`config.mk`:
```
export PLATFORM = sky130hd
export DESIGN_NAME = bsbm_regs
export DESIGN_NICKNAME = d
export VERILOG_FILES = /design/src/hdl/bsbm_pkg.sv /design/src/hdl/bsbm_regs.sv
export SDC_FILE = /design/constraint.sdc
export NUM_CORES = 1
export LEC_CHECK = 0
export ABC_CLOCK_PERIOD_IN_PS = 1800
export BUFFER_PORTS_ARGS = -buffer_cell sky130_fd_sc_hd__clkbuf_2
export CAP_MARGIN = 10
export CORE_MARGIN = 2
export CORE_UTILIZATION = 30
export DETAILED_ROUTE_END_ITERATION = 8
export MAX_ROUTING_LAYER = met4
export PLACE_DENSITY = 0.52
export SLEW_MARGIN = 20
export SYNTH_ARGS = -nofsm -noshare
export SYNTH_HDL_FRONTEND = slang
export SYNTH_SLANG_ARGS = --single-unit
```
`constraint.sdc`:
```
create_clock -name aclk -period 1.8 [get_ports aclk]
set_input_delay 0.09 -clock aclk [delete_from_list [all_inputs] [get_ports aclk]]
set_output_delay 0.09 -clock aclk [all_outputs]
set_load 0.005 [all_outputs]
```
`src/hdl/bsbm_pkg.sv`:
```
// Shared types and constants for the board square to gantry step mapper.
// No dependencies; used by every module of the block.
package bsbm_pkg;

    localparam int CW   = 24;            // coordinate width
    localparam int NREG = 8;             // corner registers
    localparam int AW   = 5;             // APB byte address width

    // Register indexes
    localparam int REG_A1_X = 0;
    localparam int REG_A1_Y = 1;
    localparam int REG_H1_X = 2;
    localparam int REG_H1_Y = 3;
    localparam int REG_A8_X = 4;
    localparam int REG_A8_Y = 5;
    localparam int REG_H8_X = 6;
    localparam int REG_H8_Y = 7;

    // Direction codes
    localparam logic [1:0] DIR_NEG = 2'b11;
    localparam logic [1:0] DIR_POS = 2'b01;

    // Travel limits and edge handling
    localparam int X_MIN       = 0;
    localparam int X_MAX       = 65535;
    localparam int Y_MIN       = 0;
    localparam int Y_MAX       = 65535;
    localparam int EDGE_STOP   = 100;
    localparam int EDGE_MARGIN = 200;

    localparam int QW  = $clog2(EDGE_MARGIN + 1);   // push amount bits
    localparam int DW  = CW + 1;                    // centre minus edge
    localparam int D2W = 2 * CW + 1;                // squared difference
    localparam int SW  = D2W + 1;                   // sum of squares
    localparam int SHW = SW / 2;                    // half of s for split multiply
    localparam int K2W = 2 * (QW + 1);              // (2q-1)^2
    localparam int MW  = K2W;                       // 4*margin^2 width
    localparam int W2W = D2W + MW;                  // (2|d|margin)^2
    localparam int PW  = K2W + SW;                  // (2q-1)^2 * s

    localparam logic [MW-1:0] M2X4 = MW'(4 * EDGE_MARGIN * EDGE_MARGIN);

    localparam logic signed [26:0] X_LO_LIM = 27'(X_MIN + EDGE_STOP);
    localparam logic signed [26:0] X_HI_LIM = 27'(X_MAX - EDGE_STOP);
    localparam logic signed [26:0] Y_LO_LIM = 27'(Y_MIN + EDGE_STOP);
    localparam logic signed [26:0] Y_HI_LIM = 27'(Y_MAX - EDGE_STOP);
    localparam logic signed [26:0] SAT_LO   = -27'sd8388608;
    localparam logic signed [26:0] SAT_HI   = 27'sd8388607;

    typedef logic signed [CW-1:0] coord_t;
    typedef logic [NREG-1:0][CW-1:0] corner_vec_t;

    // Interpolated points: edge (e) and centre (c)
    typedef struct packed {
        logic   op;
        coord_t ex;
        coord_t ey;
        coord_t cx;
        coord_t cy;
    } pts_t;

    // One axis of the inward push search
    typedef struct packed {
        logic           push;
        logic           neg;
        coord_t         e;
        logic [SW-1:0]  s;
        logic [W2W-1:0] w2;
        logic [QW-1:0]  lo;
        logic [K2W-1:0] a2;     // (2*lo-1)^2
    } srch_t;

    function automatic coord_t clamp_out(logic signed [25:0] v,
                                         logic signed [26:0] lo,
                                         logic signed [26:0] hi);
        logic signed [26:0] w;
        logic signed [26:0] r;
        w = 27'(v);
        if (w < lo) begin
            r = lo;
        end else if (w > hi) begin
            r = hi;
        end else begin
            r = w;
        end
        if (r < SAT_LO) begin
            r = SAT_LO;
        end
        if (r > SAT_HI) begin
            r = SAT_HI;
        end
        return coord_t'(r[CW-1:0]);
    endfunction

endpackage

```
`src/hdl/bsbm_regs.sv`:
```
// APB corner register file for the board square mapper.
// Depends on bsbm_pkg.
module bsbm_regs (
    input  logic                       aclk,
    input  logic                       aresetn,
    input  logic                       psel,
    input  logic                       penable,
    input  logic                       pwrite,
    input  logic [bsbm_pkg::AW-1:0]    paddr,
    input  logic [31:0]                pwdata,
    output logic [31:0]                prdata,
    output logic                       pready,
    output bsbm_pkg::corner_vec_t      corners
);

    bsbm_pkg::corner_vec_t corner_reg;
    logic [2:0]            idx;

    assign idx     = paddr[bsbm_pkg::AW-1:2];
    assign pready  = 1'b1;
    assign corners = corner_reg;
    assign prdata  = {{(32 - bsbm_pkg::CW){corner_reg[idx][bsbm_pkg::CW-1]}}, corner_reg[idx]};

    always_ff @(posedge aclk) begin
        if (!aresetn) begin
            corner_reg <= '0;
        end else if (psel && penable && pwrite) begin
            corner_reg[idx] <= pwdata[bsbm_pkg::CW-1:0];
        end
    end

endmodule

```
Word level (Yosys, flattened, before mapping)

Cells that the tools add are included.

Magnitude comparators: 2
Muxes and demuxes: 5
Reductions and logical operators: 3

Operator list:

| operator                                                                      | count |
|---|---|
| 192-bit bitwise mux                                                           | 1 |
| 24-bit binary-select mux with 3-bit select                                    | 1 |
| 24-bit demux with 3-bit select                                                | 1 |
| 24-bit 2-to-1 mux                                                             | 2 |
| 3-bit by 4-bit less-than comparator with 1-bit output (second input constant) | 1 |
| 3-bit by 1-bit >= comparator with 1-bit output (second input constant)        | 1 |
| 1-bit logical AND                                                             | 3 |

Bits in registers: 192
Bits of input ports: 42
Output and inout bits: 225
Logic and storage cells: 18

Depth between registers and ports, before layout

Depth after elaboration: 5
Mapped depth: 6
Gate-level depth less buffers: 3

Least setup slack after synthesis

OpenSTA, ideal clock, no wires.

Path type: input-to-output
From: input paddr[4] (netlist bit)
To: output prdata[24]
Data arrival time: 1464 ps
Required time: 1710 ps
Setup slack: 246 ps
Stages: 5
Path buffers: 3
Path through: buf_4 buf_4 mux4_2 mux2_2 buf_4

Longest elaborated chain between the ends: 2

RTL lines:

| what                                       | line            | text |
|---|---|---|
| start: declaration                         | bsbm_regs.sv:9  | `input logic [bsbm_pkg::AW-1:0] paddr,` |
| 24-bit binary-select mux with 3-bit select | n/a             |  |
| 24-bit 2-to-1 mux                          | n/a             |  |
| end: declaration                           | bsbm_regs.sv:11 | `output logic [31:0] prdata,` |

No other way between the ends. The select of a mux whose other input is x is not followed.

Worst setup path in the final report

From: register corner_reg, in the netlist corners[191]
To: output prdata[29]

Longest elaborated chain between the ends: 2

RTL lines:

| what                                       | line            | text |
|---|---|---|
| start: declaration                         | bsbm_regs.sv:16 | `bsbm_pkg::corner_vec_t corner_reg;` |
| start signal: indexed assignment           | bsbm_regs.sv:28 | `corner_reg[idx] <= pwdata[bsbm_pkg::CW-1:0];` |
| 24-bit binary-select mux with 3-bit select | bsbm_regs.sv:22 | `assign prdata = {{(32 - bsbm_pkg::CW){corner_reg[idx][bsbm_pkg::CW-1]}}, corner_reg[idx]};` |
| 24-bit 2-to-1 mux (not written as such)    | bsbm_regs.sv:22 |  |

No other way between the ends. The select of a mux whose other input is x is not followed.

==> results.tsv <==
stage	metric	value	unit
global_route	grt.met1_usage	0.239	
power_and_ir_drop	power	8.74	mW
synthesis	netlist_area	0.00845	mm2
synthesis	syn_inst	761	
synthesis	synthTopCellsByArea	dfxtp_1 (46%), mux2i_1 (23%), mux4_2 (12%), nand2_1 (9.7%), mux2_2 (3.1%)	
clock_network	clkSinkCount	192	
clock_network	clk_pin_slew_worst_paths	0.07	ns
synthesis	ys_seq_area_frac	0.455	
clock_network	numCtsBuffers	17	
setup_path	crit_type	flip-flop to output pin	
route	drcViolationCount	0	
global_route	top_usage_layer	met2	
timing	finalHoldViolCount	0	
setup_path	crit_path_max_fanout	5	
synthesis	ys_types	25	
floorplan	die_h	172	um
floorplan	dieArea	0.0295	mm2
clock_network	cts.path.max_buffers	2	
power_and_ir_drop	leakagePower	4.69	nW
synthesis	synth_top_cell_by_area	dfxtp_1	
placement	placed_cells	1363	
status	status	finished clean	
setup_path	slowest_stage	mux4_2	
route	route.vias.total	6545	
synthesis	synth.avg_cell_area	11.1	um2
worst_hold_path	hold_class	primary input to flip-flop	
setup_path	slowest_delay	0.52	ns
floorplan	die_width	172	um
placement	portBuffers	255	
finish	largest_reg_flops	192	
placement	routabilityCongestion	0.746	
setup_path	worstPathArrival	1.69	ns
setup_path	worstPathCellList	mux4_2, mux2_4, clkbuf_2	
global_route	grt.total_usage	0.180	
clock_network	cts_tree	done	
synthesis	synthArstFlopShare	0	
timing	setup_tns	0	ns
global_route	met3_usage	0.0488	
timing	setup_ws	0.0192	ns
setup_path	crit_path_end_kind	output pin	
finish	drive_above_1_share	0.400	
floorplan	start_util	0.304	
flow_run	maxCapViolCount	0	
timing	finClkSkew	0	ns
clock_network	cts_root_buffer	clkbuf_16	
route	finalWirelength	25900	um
placement	place_ws	0.194	ns
finish	diodes	0	
finish	final_cells	1398	
timing	fin_crit	1.78	ns
placement	place_hpwl	17800	um
synthesis	ys_ff_latch	192	
floorplan	ioPinCount	267	
floorplan	core_area	0.0278	mm2
synthesis	synth_edf_count	0	
route	drt.antenna.violating_nets	0	
global_route	grt.overflow.total	0	
global_route	grt_start_max_net_pins	80	
power_and_ir_drop	cellPowerDensity	802	mW/mm2
setup_path	start_kind	flip-flop	
global_route	first_global_vias	6228	
route	drt-initial-drc-count	349	
synthesis	ys.flop_type	dfxtp_1	
route	post_drt_wl_per_cell	18.5	um
finish	layout.nets	1049	
synthesis	netlist.area_leader.share	0.455	
timing	period_share	0.989	
route	via_per_inst	4.68	
synthesis	syn_nets	803	
setup_path	required	1.71	ns
global_route	grt_pass1_wl	38600	um
global_route	use_met2	0.275	
clock_network	ctsHoldBuffers	0	
timing	rsz0062_at_grt	true	
global_route	antenna_found_initial	0	
clock_network	htreeDepth	4	
power_and_ir_drop	ir_drop	486	uV
floorplan	rows	61	
synthesis	yosys_warnings	0	
route	dr.pass1.iters	5	
timing	final_max_slew_viol_count	0	
clock_network	clk_latency	0.42	ns
timing	max_freq	0.562	GHz
timing	finalSetupViolCount	0	
finish	areaGrowthSynthToFinish	29.1	%
==> critical path: cells and delay by family (launching register included) <==
family	cells	cell delay, ns
flops	1	0.32
mux	2	0.83
buf+inv	1	0.12
==> Yosys cell counts, drive strengths merged (2+ instances only) <==
master / count
nor3b: 2
nand2: 218
dfxtp: 192
nor2: 4
mux4: 46
nor3: 2
nand2b: 2
mux2i: 194
or4: 2
buf: 39
clkbuf: 27
mux2: 23
==> cells by family (layout without fill, tap and decap cells) <==
| kind of cell | after synthesis | in the layout | share of synthesized area |
|---|---|---|---|
| muxes | 263 | 264 | 0.383 |
| and+or+nand+nor | 234 | 234 | 0.111 |
| DFF | 192 | 192 | 0.455 |
| buffers and inverters | 67 | 325 | 0.0467 |
| AOI/OAI and AO/OA | 4 | 4 | 0.00341 |
| other | 1 | 1 | 0.000444 |
==> metal layers <==
layer,routed length [um],vias to the layer above,part of all wire
met5,0,-,0
met3,1800,15,0.069
met1,12100,3177,0.47
met4,254,0,0.0098
li1,-,3133,-
met2,11700,220,0.45
==> report_power, final <==
part           leakage, nW  switching (mW)  internal, mW
Sequential            1.55          0.0265          4.28
Combinational         2.86           0.324         0.213
Clock                0.283            1.77          2.13
==> final cells by class <==
| type | count | area [um2] |
|---|---|---|
| fillers | 2768 | 16900 |
| clock inverters | 12 | 151 |
| repair buffers | 292 | 1720 |
| inverters | 1 | 3.75 |
| clock buffers | 20 | 447 |
| well taps | 378 | 473 |
| multi-input cells | 503 | 4260 |
| flip-flops and latches | 192 | 3850 |
==> through the flow <==
stage	hold WS, ns	util	area, um2
after floorplan	0.370	-	8450
after global placement	0.454	0.369	10300
after detailed placement	0.462	0.369	10300
after CTS	0.0613	0.392	10900
after global routing	0.0852	0.392	10900
final	0.0817	0.392	10900
==> layout by cell type (no fill, tap or decap) <==
cell type	n
nand2_1	218
or4_2	2
bufinv_16	2
dfxtp_1	184
clkinvlp_4	3
clkbuf_2	252
a31oi_1	1
clkbuf_1	2
conb_1	1
nand4b_1	1
mux2i_1	194
nor3b_1	2
mux4_2	46
mux2_2	22
clkbuf_8	1
nand4_1	1
buf_12	12
o32a_1	1
o211ai_1	1
buf_4	27
nand2b_1	2
mux2_4	2
inv_8	3
and3_1	1
buf_6	1
inv_1	1
nor2_4	4
nand3_1	1
dfxtp_2	8
clkinv_4	3
inv_6	1
nor3_4	2
clkbuf_16	17
o21ai_0	1
==> path summary, 6_finish.rpt <==
path | depth (start not counted) | to | slack, ns | startpoint
worst max-delay path | 3 | prdata[29] | 0.02 | corners[191]
worst min-delay path | 3 | corners[5] | 0.08 | pwdata[5]
worst max register to register | 3 | corners[95] | 1.12 | corners[95]
worst min register to register | 2 | corners[71] | 0.47 | corners[71]
==> timing repair <==
item                       CTS  global route
setup endpoints to repair    9            11
gates resized for setup      5             5
setup buffers                2             0
pin swaps                    0             0
gates cloned                 1             0
Note: power is estimated with default switching activity, not from simulation.
