**src/hdl/bsbm_pkg.sv**
```systemverilog
// Shared types and constants for the board square to gantry step mapper.
// No dependencies; used by every module of the block.
package bsbm_pkg;

    localparam int CW   = 24;            // coordinate width
    localparam int NREG = 8;             // corner registers
    localparam int AW   = 5;             // APB byte address width

    // Register indexes
    localparam int REG_A1_X = 0;
    localparam int REG_A1_Y = 1;
    localparam int REG_H1_X = 2;
    localparam int REG_H1_Y = 3;
    localparam int REG_A8_X = 4;
    localparam int REG_A8_Y = 5;
    localparam int REG_H8_X = 6;
    localparam int REG_H8_Y = 7;

    // Direction codes
    localparam logic [1:0] DIR_NEG = 2'b11;
    localparam logic [1:0] DIR_POS = 2'b01;

    // Travel limits and edge handling
    localparam int X_MIN       = 0;
    localparam int X_MAX       = 65535;
    localparam int Y_MIN       = 0;
    localparam int Y_MAX       = 65535;
    localparam int EDGE_STOP   = 100;
    localparam int EDGE_MARGIN = 200;

    localparam int QW  = $clog2(EDGE_MARGIN + 1);   // push amount bits
    localparam int DW  = CW + 1;                    // centre minus edge
    localparam int D2W = 2 * CW + 1;                // squared difference
    localparam int SW  = D2W + 1;                   // sum of squares
    localparam int SHW = SW / 2;                    // half of s for split multiply
    localparam int K2W = 2 * (QW + 1);              // (2q-1)^2
    localparam int MW  = K2W;                       // 4*margin^2 width
    localparam int W2W = D2W + MW;                  // (2|d|margin)^2
    localparam int PW  = K2W + SW;                  // (2q-1)^2 * s

    localparam logic [MW-1:0] M2X4 = MW'(4 * EDGE_MARGIN * EDGE_MARGIN);

    localparam logic signed [26:0] X_LO_LIM = 27'(X_MIN + EDGE_STOP);
    localparam logic signed [26:0] X_HI_LIM = 27'(X_MAX - EDGE_STOP);
    localparam logic signed [26:0] Y_LO_LIM = 27'(Y_MIN + EDGE_STOP);
    localparam logic signed [26:0] Y_HI_LIM = 27'(Y_MAX - EDGE_STOP);
    localparam logic signed [26:0] SAT_LO   = -27'sd8388608;
    localparam logic signed [26:0] SAT_HI   = 27'sd8388607;

    typedef logic signed [CW-1:0] coord_t;
    typedef logic [NREG-1:0][CW-1:0] corner_vec_t;

    // Interpolated points: edge (e) and centre (c)
    typedef struct packed {
        logic   op;
        coord_t ex;
        coord_t ey;
        coord_t cx;
        coord_t cy;
    } pts_t;

    // One axis of the inward push search
    typedef struct packed {
        logic           push;
        logic           neg;
        coord_t         e;
        logic [SW-1:0]  s;
        logic [W2W-1:0] w2;
        logic [QW-1:0]  lo;
        logic [K2W-1:0] a2;     // (2*lo-1)^2
    } srch_t;

    function automatic coord_t clamp_out(logic signed [25:0] v,
                                         logic signed [26:0] lo,
                                         logic signed [26:0] hi);
        logic signed [26:0] w;
        logic signed [26:0] r;
        w = 27'(v);
        if (w < lo) begin
            r = lo;
        end else if (w > hi) begin
            r = hi;
        end else begin
            r = w;
        end
        if (r < SAT_LO) begin
            r = SAT_LO;
        end
        if (r > SAT_HI) begin
            r = SAT_HI;
        end
        return coord_t'(r[CW-1:0]);
    endfunction

endpackage

```
**src/hdl/bsbm_step.sv**
```systemverilog
// One bit of the inward push search for one axis, two register stages:
// candidate square times s, then compare and keep.
// Depends on bsbm_pkg.
module bsbm_step #(
    parameter int B = 0
) (
    input  logic            aclk,
    input  logic            en_a,
    input  logic            en_b,
    input  bsbm_pkg::srch_t d_in,
    output bsbm_pkg::srch_t d_reg
);

    localparam int KW  = bsbm_pkg::K2W + 2;
    localparam int HW  = bsbm_pkg::K2W + bsbm_pkg::SW - bsbm_pkg::SHW;
    localparam int AQW = bsbm_pkg::QW + 2;

    logic [bsbm_pkg::QW-1:0]       cand;
    logic signed [bsbm_pkg::QW+1:0] a;
    logic signed [KW-1:0]          k2w;
    logic [bsbm_pkg::K2W-1:0]      k2;

    bsbm_pkg::srch_t               mid_reg;
    logic [bsbm_pkg::QW-1:0]       cand_reg;
    logic [bsbm_pkg::K2W-1:0]      k2_reg;
    logic                          ok_reg;
    logic [HW-1:0]                 plo_reg;
    logic [HW-1:0]                 phi_reg;
    logic [bsbm_pkg::PW-1:0]       prod;
    bsbm_pkg::srch_t               d_next;

    // (2*cand-1)^2 from (2*lo-1)^2 by shifts and adds
    always_comb begin
        cand = d_in.lo | (bsbm_pkg::QW'(1) << B);
        a    = $signed({1'b0, d_in.lo, 1'b0}) - $signed(AQW'(1));
        k2w  = $signed({2'b00, d_in.a2}) + (KW'(a) <<< (B + 2))
             + (KW'(1) <<< (2 * B + 2));
        k2   = k2w[bsbm_pkg::K2W-1:0];
    end

    always_ff @(posedge aclk) begin
        if (en_a) begin
            mid_reg  <= d_in;
            cand_reg <= cand;
            k2_reg   <= k2;
            ok_reg   <= (cand <= bsbm_pkg::QW'(bsbm_pkg::EDGE_MARGIN));
            plo_reg  <= HW'(k2) * HW'(d_in.s[bsbm_pkg::SHW-1:0]);
            phi_reg  <= HW'(k2) * HW'(d_in.s[bsbm_pkg::SW-1:bsbm_pkg::SHW]);
        end
    end

    always_comb begin
        prod   = (bsbm_pkg::PW'(phi_reg) << bsbm_pkg::SHW) + bsbm_pkg::PW'(plo_reg);
        d_next = mid_reg;
        if (ok_reg && (prod <= bsbm_pkg::PW'(mid_reg.w2))) begin
            d_next.lo = cand_reg;
            d_next.a2 = k2_reg;
        end
    end

    always_ff @(posedge aclk) begin
        if (en_b) begin
            d_reg <= d_next;
        end
    end

endmodule

```
**config.mk**
```make
export PLATFORM = sky130hd
export DESIGN_NAME = bsbm_step
export DESIGN_NICKNAME = d
export VERILOG_FILES = /design/src/hdl/bsbm_pkg.sv /design/src/hdl/bsbm_step.sv
export SDC_FILE = /design/constraint.sdc
export NUM_CORES = 2
export LEC_CHECK = 0
export BUFFER_PORTS_ARGS = -buffer_cell sky130_fd_sc_hd__clkbuf_2
export CAP_MARGIN = 20
export CORE_MARGIN = 1
export CORE_UTILIZATION = 55
export DETAILED_ROUTE_END_ITERATION = 6
export MAX_ROUTING_LAYER = met4
export PLACE_DENSITY_LB_ADDON = 0.3
export REMOVE_ABC_BUFFERS = 1
export SLEW_MARGIN = 30
export SYNTH_ARGS = -nofsm -noshare
export SYNTH_HDL_FRONTEND = slang
export SYNTH_SLANG_ARGS = --single-unit
```
**constraint.sdc**
```tcl
create_clock -name aclk -period 12.4 [get_ports aclk]
set_input_delay 0.62 -clock aclk [delete_from_list [all_inputs] [get_ports aclk]]
set_output_delay 0.62 -clock aclk [all_outputs]
set_load 0.005 [all_outputs]
```
; Yosys cells after proc, flatten, opt, wreduce, memory -nomap -nowiden
; Index checks and enable logic that the tools add are counted.
[classes]
addsub = 4
multipliers = 2
n_lt_le_gt_ge = 2
mux = 1
n_reduce_logical = 1
[op_table]
columns = cell, count
row1 = 18-bit by 25-bit multiplier with 43-bit output, 2
row2 = 68-bit by 43-bit adder with 68-bit output, 1
row3 = 68-bit by 67-bit <= comparator with 1-bit output, 1
row4 = 26-bit two-way mux, 1
row5 = 18-bit by 12-bit adder with 18-bit output, 1
row6 = 18-bit by 4-bit adder with 18-bit output (second input constant), 1
row7 = 9-bit by 1-bit subtractor with 10-bit output (second input constant), 1
row8 = 8-bit <= comparator (second input constant), 1
row9 = 1-bit logical AND, 1
[word_totals]
ff_bits = 450
in_bits = 172

; Depth between registers and ports, before layout
[depth]
word_depth = 4
depth_mapped = 38
ltp_nobuf = 36

; Worst setup path before layout
; No wires, ideal clock.
[synth_path]
kind = input -> register
from = input d_in[18] (netlist bit)
to = register phi_reg[42], data pin
setup_ps = 260
arrival_ps = 8636
path_slack_ps = 3504
stages = 34
path_cell_list = inv_1 -> ha_1 -> clkinv_1 -> clkbuf_1 -> fa_1 -> nor2b_1 -> o21ai_0 -> a21boi_1 -> o21a_1 -> o22a_1 -> a211oi_1 -> o21ai_0 -> or3b_1 -> clkbuf_1 -> clkbuf_1 -> and2_1 -> fa_1 -> fa_1 -> fa_1 -> fa_1 -> fa_1 -> inv_1 -> fa_1 -> inv_1 -> ha_1 -> nand2_1 -> o21ai_0 -> nor3_1 -> a2111oi_0 -> a2111oi_1 -> o31ai_1 -> a21o_1 -> a21oi_1 -> xnor2_1
[synth_between]
elab_chain_cells = 4
[synth_lines]
columns = item, line
row1 = start: declaration, bsbm_step.sv:10  ; input bsbm_pkg::srch_t d_in,
row2 = 9-bit by 1-bit subtractor with 10-bit output, bsbm_step.sv:35  ; a = $signed({1'b0, d_in.lo, 1'b0}) - $signed(AQW'(1));
row3 = 18-bit by 12-bit adder with 18-bit output, bsbm_step.sv:36  ; k2w = $signed({2'b00, d_in.a2}) + (KW'(a) <<< (B + 2))
row4 = 18-bit by 4-bit adder with 18-bit output, bsbm_step.sv:37  ; + (KW'(1) <<< (2 * B + 2));
row5 = net k2w[3], bsbm_step.sv:20  ; logic signed [KW-1:0] k2w;
row6 = 18-bit by 25-bit multiplier with 43-bit output, bsbm_step.sv:48  ; phi_reg <= HW'(k2) * HW'(d_in.s[bsbm_pkg::SW-1:bsbm_pkg::SHW]);
row7 = end signal: assignment, bsbm_step.sv:48
row8 = end: declaration, bsbm_step.sv:28  ; logic [HW-1:0] phi_reg;
; The timed path passes the listed nets, and every way through them passes these cells.
; A chain may end at the register's enable or synchronous reset.

; Worst setup path in the final report
[layout_path]
from = input d_in[18] (netlist bit)
to = register phi_reg[42], data pin
[layout_between]
elab_chain_cells = 4
[layout_lines]
columns = item, line
row1 = 9-bit by 1-bit subtractor with 10-bit output, bsbm_step.sv:35
row2 = 18-bit by 12-bit adder with 18-bit output, bsbm_step.sv:36
row3 = 18-bit by 4-bit adder with 18-bit output, bsbm_step.sv:37
row4 = 18-bit by 25-bit multiplier with 43-bit output, bsbm_step.sv:48
; No other way between the ends.

==> impl_metrics.json <==
{
  "clock_sink_count": 440,
  "fin_crit_ns": 10.05,
  "core_area_um2": 82600,
  "final_cell_mix": "inv_1 (1043), fa_1 (738), nand2_1 (685)",
  "post_drt_wl_per_cell_um": 19.3,
  "drc": 0,
  "grt_max_degree": 79,
  "die-area_um2": 85200,
  "arrival_ns": 10.39,
  "synth-seq-cells": 440,
  "critPathSlowestCell": "or3b_1",
  "cts_hold_buf": 0,
  "post_cts_buffers": 0,
  "synth_area_per_cell_um2": 10.4,
  "post_cts_resized": 0,
  "finalCritPeriodShare_pct": 81.1,
  "ys_warn_count": 0,
  "fmax_mhz": 99.5,
  "grt_pass1_vias": 33000,
  "first_iter_violations": 2161,
  "global_route.usage.met3_pct": 4.28,
  "crit_fanout": 36,
  "top_level_ports": 341,
  "syn-instance-count": 4457,
  "synth-edff-count": 440,
  "grtUsageTotal_pct": 27.9,
  "cts_buffer_depth": 3,
  "tightest_slew_ns": 0.983,
  "finalSetupViolCount": 0,
  "overflow": 0,
  "use_met2_pct": 45.2,
  "worst_setup_path_end_kind": "flop",
  "async_flop_share_pct": 0,
  "drive_gt1_share_pct": 10.6,
  "grt_use_met1_pct": 36.3,
  "top_usage_layer": "met2",
  "cts_buffers": 49,
  "htree_levels": 2,
  "vias": 31400,
  "clk_pin_slew_worst_paths_ns": 0.06,
  "netlist_area_um2": 46200,
  "start_kind": "input pin",
  "crit_type": "input pin to flop",
  "synth.distinct_cells": 73,
  "crit_top_cell": "fa_1",
  "setup_tns_ns": 0,
  "slew_violations": 0,
  "final_common_cell": "inv_1",
  "ys_seq_area_share_pct": 28.6,
  "globalplace.congestion": 0.926,
  "area_growth_pct": 9.26,
  "die_width_um": 292,
  "drt_wl_total_um": 112000,
  "fp.dieH_um": 292,
  "clk_latency_ns": 0.63,
  "ant_nets": 0,
  "max_slew_margin_pct": 34.5,
  "crit_required_ns": 12.74,
  "dp_hpwl_um": 84000,
  "vias_per_cell": 5.42,
  "drv_cap": 0,
  "drtPass1Iterations": 5,
  "start_util_pct": 56.0,
  "largest_register_ffs": 169,
  "skew_ns": 0.0314,
  "cp_slowest_stage_delay_ns": 0.62,
  "rsz0062_at_grt": "no",
  "synth_top_flop_cell": "edfxtp_1",
  "num-nets-final": 5934,
  "core.rowCount": 105,
  "grt_pass1_wl_um": 179000,
  "root_buffer": "clkbuf_16",
  "portBuffers": 340,
  "finalHoldViolCount": 0,
  "status": "finished clean",
  "antenna_found_initial": 3,
  "cts_tree": "built",
  "hold_class": "input pin to flop"
}
cells by family after synthesis:
family	synth area share [%]
and+or+nand+nor	12.3
xor gates and xnor gates	2.31
muxes	0.460
buffers and inverters	10.2
AOI/OAI and AO/OA	4.83
adders and majority gates	41.3
DFF	28.6
critical path: cells and delay by family:
kind            cells  cell delay (ns)
simple gates        6             1.21
buf+inv             8             1.43
compound gates     11             3.13
fa+ha+maj           9             3.85
xor+xnor            1             0.13
worst paths after layout:
kind,from,endpoint,slack (ns),depth (start not counted)
worst max register to register,plo_reg[26]$_DFFE_PP_,d_reg[11]$_DFFE_PP_,5.67,20
worst min register to register,d_next[151]$_DFFE_PP_,d_reg[151]$_DFFE_PP_,0.41,0
worst max-delay path,d_in[18],phi_reg[42]$_DFFE_PP_,2.35,35
worst min-delay path,d_in[53],d_next[53]$_DFFE_PP_,0.17,1
Yosys cell counts (15+ instances only):
cell type	count	area share [%]
a211oi_1	16	0.26
a21o_1	57	0.93
a21oi_1	100	1.1
and2_1	262	3.5
clkbuf_1	192	1.6
edfxtp_1	440	29
fa_1	738	32
ha_1	347	9.4
inv_1	1043	8.5
nand2_1	685	5.6
nand2b_1	15	0.20
nand3_1	29	0.31
nand4_1	26	0.35
nor2_1	79	0.64
nor2b_1	49	0.66
o21a_1	25	0.41
o21ai_0	55	0.60
xnor2_1	81	1.5
xor2_1	41	0.78
metal layers:
metal	vias to the layer above	share of wire, %
met5	-	0
met4	0	3.2
met3	225	7.4
met2	1184	48
met1	15900	41
li1	14100	-
metrics by stage:
step | hold WS [ns] | util, % | area [µm²] | instances | setup WS [ns]
after CTS | 0.142 | 61.1 | 50500 | 5787 | 2.45
after global placement | 0.400 | 59.1 | 48800 | 5695 | 2.10
final | 0.166 | 61.1 | 50500 | 5791 | 2.35
after floorplan | 0.400 | - | 45500 | 4257 | 1.64
after detailed placement | 0.405 | 59.1 | 48800 | 5695 | 1.82
after global routing | 0.155 | 61.1 | 50500 | 5791 | 1.80
cell type report:
type / instances / area [µm²]
multi-input combinational: 2772 / 28400
timing repair buffer: 369 / 1950
antenna: 3 / 7.51
inverter: 1045 / 3920
sequential: 440 / 13200
clock buffer: 56 / 1250
fill: 6735 / 32100
clock inverter: 36 / 402
tap: 1070 / 1340
Power is not shown: default switching activity piles up to over one toggle a cycle in this logic, so the estimate is an artifact.
